File: config.mk
export PLATFORM = sky130hd
export DESIGN_NAME = srvm_ctrl
export DESIGN_NICKNAME = d
export VERILOG_FILES = /design/src/srvm_pkg.sv /design/src/srvm_ctrl.sv
export SDC_FILE = /design/constraint.sdc
export NUM_CORES = 1
export LEC_CHECK = 0
export BUFFER_PORTS_ARGS = -buffer_cell sky130_fd_sc_hd__buf_4
export CORE_MARGIN = 3
export CORE_UTILIZATION = 55
export DETAILED_ROUTE_END_ITERATION = 8
export PLACE_DENSITY = 0.79
export REMOVE_ABC_BUFFERS = 1
export SKIP_LAST_GASP = 1
export SLEW_MARGIN = 5
export SYNTH_ARGS = -nofsm -noshare
export SYNTH_HDL_FRONTEND = slang
export SYNTH_SLANG_ARGS = --single-unit
File: constraint.sdc
create_clock -name clk -period 3.5 [get_ports clk]
set_input_delay 0.35 -clock clk [delete_from_list [all_inputs] [get_ports clk]]
set_output_delay 0.35 -clock clk [all_outputs]
set_load 0.01 [all_outputs]
File: src/srvm_pkg.sv
package srvm_pkg;

    // Fixed formats of the result words.
    localparam int FRACTION_BITS  = 16;
    localparam int VAR_BITS       = 48;
    localparam int SQ_BITS        = 64;
    localparam int OUT_TDATA_BITS = 2 * VAR_BITS;

    // The bit-serial divider takes one quotient bit per cycle.
    localparam int DIV_STEPS      = SQ_BITS;
    localparam int DIV_COUNT_BITS = $clog2(DIV_STEPS);

    // Input side-band layout.
    localparam int IN_TUSER_BITS    = 2;
    localparam int TUSER_HAS_ENTRY  = 0;
    localparam int TUSER_MATRIX_END = 1;

    // Commands from the controller to the datapath.
    typedef struct packed {
        logic accept;
        logic div_load;
        logic div_step;
        logic square;
        logic subtract;
        logic result_load;
    } srvm_cmd_t;

    // Status from the datapath to the controller.
    typedef struct packed {
        logic pipe_busy;
        logic out_free;
    } srvm_status_t;

endpackage

File: src/srvm_ctrl.sv
module srvm_ctrl
    import srvm_pkg::*;
(
    input  logic         clk,
    input  logic         rst_n,
    input  logic         in_valid,
    input  logic         in_close,
    output logic         in_ready,
    input  srvm_status_t status,
    output srvm_cmd_t    cmd
);

    typedef enum logic [5:0] {
        ST_ACCUM    = 6'b000001,
        ST_DRAIN    = 6'b000010,
        ST_DIVIDE   = 6'b000100,
        ST_SQUARE   = 6'b001000,
        ST_SUBTRACT = 6'b010000,
        ST_RESULT   = 6'b100000
    } srvm_state_t;

    srvm_state_t               state_reg;
    srvm_state_t               state_next;
    logic [DIV_COUNT_BITS-1:0] count_reg;
    logic [DIV_COUNT_BITS-1:0] count_next;

    // Sequencing of a row close: drain, divide, square, subtract, deliver.
    always_comb
    begin
        state_next = state_reg;
        count_next = count_reg;
        in_ready   = 1'b0;
        cmd        = '0;
        case (state_reg)
            ST_ACCUM:
            begin
                in_ready   = 1'b1;
                cmd.accept = in_valid;
                if (in_valid && in_close)
                begin
                    state_next = ST_DRAIN;
                end
            end
            ST_DRAIN:
            begin
                if (!status.pipe_busy)
                begin
                    cmd.div_load = 1'b1;
                    count_next   = DIV_COUNT_BITS'(DIV_STEPS - 1);
                    state_next   = ST_DIVIDE;
                end
            end
            ST_DIVIDE:
            begin
                cmd.div_step = 1'b1;
                if (count_reg == '0)
                begin
                    state_next = ST_SQUARE;
                end
                else
                begin
                    count_next = count_reg - 1'b1;
                end
            end
            ST_SQUARE:
            begin
                cmd.square = 1'b1;
                state_next = ST_SUBTRACT;
            end
            ST_SUBTRACT:
            begin
                cmd.subtract = 1'b1;
                state_next   = ST_RESULT;
            end
            ST_RESULT:
            begin
                if (status.out_free)
                begin
                    cmd.result_load = 1'b1;
                    state_next      = ST_ACCUM;
                end
            end
            default:
            begin
                state_next = ST_ACCUM;
            end
        endcase
    end

    // State and step counter.
    always_ff @(posedge clk or negedge rst_n)
    begin
        if (!rst_n)
        begin
            state_reg <= ST_ACCUM;
            count_reg <= '0;
        end
        else
        begin
            state_reg <= state_next;
            count_reg <= count_next;
        end
    end

endmodule

==> flow_metrics.tcl <==
set metrics [dict create \
    synth_seq_cells 12 \
    die_w_um 42.7 \
    ys.flop_type "dfrtp_1" \
    cts_setup_buffers 0 \
    ir_worst_vdd_uv 409 \
    numCtsBuffers 3 \
    finalHoldViolations 0 \
    status "complete, no violations" \
    firstDrtPassIters 4 \
    async_reset_ff_share_pct 100 \
    grt_pass1_wl_um 2720 \
    max_stage_delay_ns 0.59 \
    period_share_pct 64.0 \
    start_util_pct 62.6 \
    synth.distinct_cells 38 \
    regArea_um2 302 \
    synth_area_um2 742 \
    worstMarginPinSlew_ns 0.434 \
    min_period_ns 2.24 \
    clk_pin_slew_ns 0.08 \
    fill_cells 79 \
    drcViolationCount 0 \
    dpl.hpwl_um 1240 \
    finalNetCount 96 \
    stdcell_area_um2 892 \
    synthTopCellsByCount "11 x dfrtp_1, 8 x nor2_1, 5 x nor3_1" \
    required_ns 3.15 \
    p_per_area_nw_per_um2 646 \
    antenna_found_initial 0 \
    dieArea_um2 1830 \
    cts_tree "built" \
    cts_max_level 1 \
    overflow 0 \
    clk_path_buf_depth 2 \
    maxSlewViolCount 0 \
    drt-total-wl_um 1540 \
    first_global_vias 591 \
    wl_per_cell_um 15.3 \
    dp_worst_setup_slack_ns 1.57 \
    placed_cell_area_um2 846 \
    grtUsageTotal_pct 20.1 \
    vias_per_cell 5.84 \
    areaGrowthSynthToFinish_pct 20.2 \
    core_um2 1190 \
    synth_edf_count 0 \
    synth_top_area_share_pct 37.1 \
    rsz0062_at_grt "no" \
    antenna_left 0 \
    slew_headroom_pct 70.8 \
    netlist_instances 71 \
    final_util_pct 75.2 \
    vias 590 \
    timing.fmax_mhz 447 \
    synth_most_common_cell "dfrtp_1" \
    clock-sinks 12 \
    end_kind "primary output" \
    cp_max_fo 6 \
    finalSetupTns_ns 0 \
    antenna_cells 0 \
    layout-drive-gt1-share_pct 35.6 \
    die_y_um 42.7 \
    cts_root_buffer "clkbuf_4" \
    crit_slowest_cell "or4_4" \
    clkLatencyLatePin_ns 0.28 \
    synth.top_cells.by_area "dfrtp_1 37%, a2bb2oi_2 4.0%, nor2_1 4.0%, a311oi_4 3.5%, dfstp_2 3.5%" \
    path_cells "or4_4 > or2_1 > inv_2 > buf_4" \
    finalWorstSetupSlack_ns 1.26 \
    final-setup-viol-count 0 \
    cp.arrival_ns 1.89 \
    synth-seq-area-share_pct 40.6 \
    p_leak_uw 0.000416 \
    row_count 12 \
    cap_violations 0 \
    synth_area_leader_cell "dfrtp_1" \
    clock_skew_ns 0.00474 \
    critical_path_class "reg2out" \
    start_kind "flip-flop" \
    cts.repair.resized 0 \
    hp-class "in2reg" \
    grt_start_max_net_pins 13 \
    gp_congestion 0.787 \
    multi_input_area_um2 413 \
    yosys_warnings 0 \
    syn_avg_cell_area_um2 10.5 \
    port_buffers 12 \
    hold_buffers 1 \
    io_pins 13 \
    drt_iter0_markers 12 \
]
## cells in the final DEF, fill, tap and decap left out, types with 2 or more instances in the layout
cell	instances
nand2_1	2
clkbuf_4	3
nand3b_1	2
dfrtp_1	11
nor2_1	8
ha_1	2
xor2_1	2
nor3_1	5
buf_4	12
a2bb2oi_2	2
nand2b_1	3
o31ai_2	2
or4_4	2
inv_1	4
## worst max-delay path: cells and delay by family (launching register included)
family,cells,cell delay (ns)
buffers and inverters,2,0.26
and+or+nand+nor,2,0.91
DFF,1,0.44
## cell type report
cell class	count	share of cell area, %
Timing Repair Buffer	13	11.2
Inverter	6	2.66
Clock buffer	4	4.07
Tap cell	14	1.96
Sequential cell	12	33.8
Multi-Input combinational cell	52	46.3
## logic make-up (layout without fill, tap and decap cells)
logic type | count (synthesis) | after routing | synth area share, %
fa+ha+maj | 2 | 2 | 3.37
compound gates | 13 | 13 | 18.4
simple gates | 34 | 34 | 30.4
flops | 12 | 12 | 40.6
xor+xnor | 3 | 3 | 3.54
buf+inv | 7 | 23 | 3.71
## routing by layer
metal | vias up | global-route usage [%] | share of wire, %
met5 | - | 0 | 0
met1 | 281 | 26.4 | 43
met2 | 17 | 33.5 | 49
met3 | 4 | 2.54 | 6.4
li1 | 288 | - | -
met4 | 0 | 7.45 | 1.4
## path summary, 6_finish.rpt
| check | depth (start not counted) | from | slack (ns) | endpoint |
|---|---|---|---|---|
| setup / recovery | 4 | state_reg[5]$_DFFE_PN0P_ | 1.26 | cmd[3] |
| hold / removal | 3 | in_close | 0.32 | state_reg[1]$_DFFE_PN0P_ |
| setup reg to reg | 5 | state_reg[5]$_DFFE_PN0P_ | 1.70 | count_reg[5]$_DFFE_PN0P_ |
| hold reg to reg | 1 | count_reg[5]$_DFFE_PN0P_ | 0.48 | count_reg[5]$_DFFE_PN0P_ |
| max in group asynchronous | 2 | rst_n | 2.83 | state_reg[0]$_DFFE_PN1P_ |
| min in group asynchronous | 2 | rst_n | 0.44 | state_reg[4]$_DFFE_PN0P_ |
## metrics by stage
stage / hold WS [ns] / instances / total power, uW
final: 0.316 / 101 / 577
after global routing: 0.330 / 101 / 619
after CTS: 0.318 / 101 / 577
after detailed placement: 0.197 / 96 / 465
after global placement: 0.196 / 96 / 454
after floorplan: 0.0544 / 70 / 393
## power by group
| part | switching (uW) | internal (uW) |
|---|---|---|
| Combinational | 111 | 117 |
| Sequential | 56.8 | 180 |
| Clock | 48.3 | 63.3 |
(Power assumes the default switching activity.)
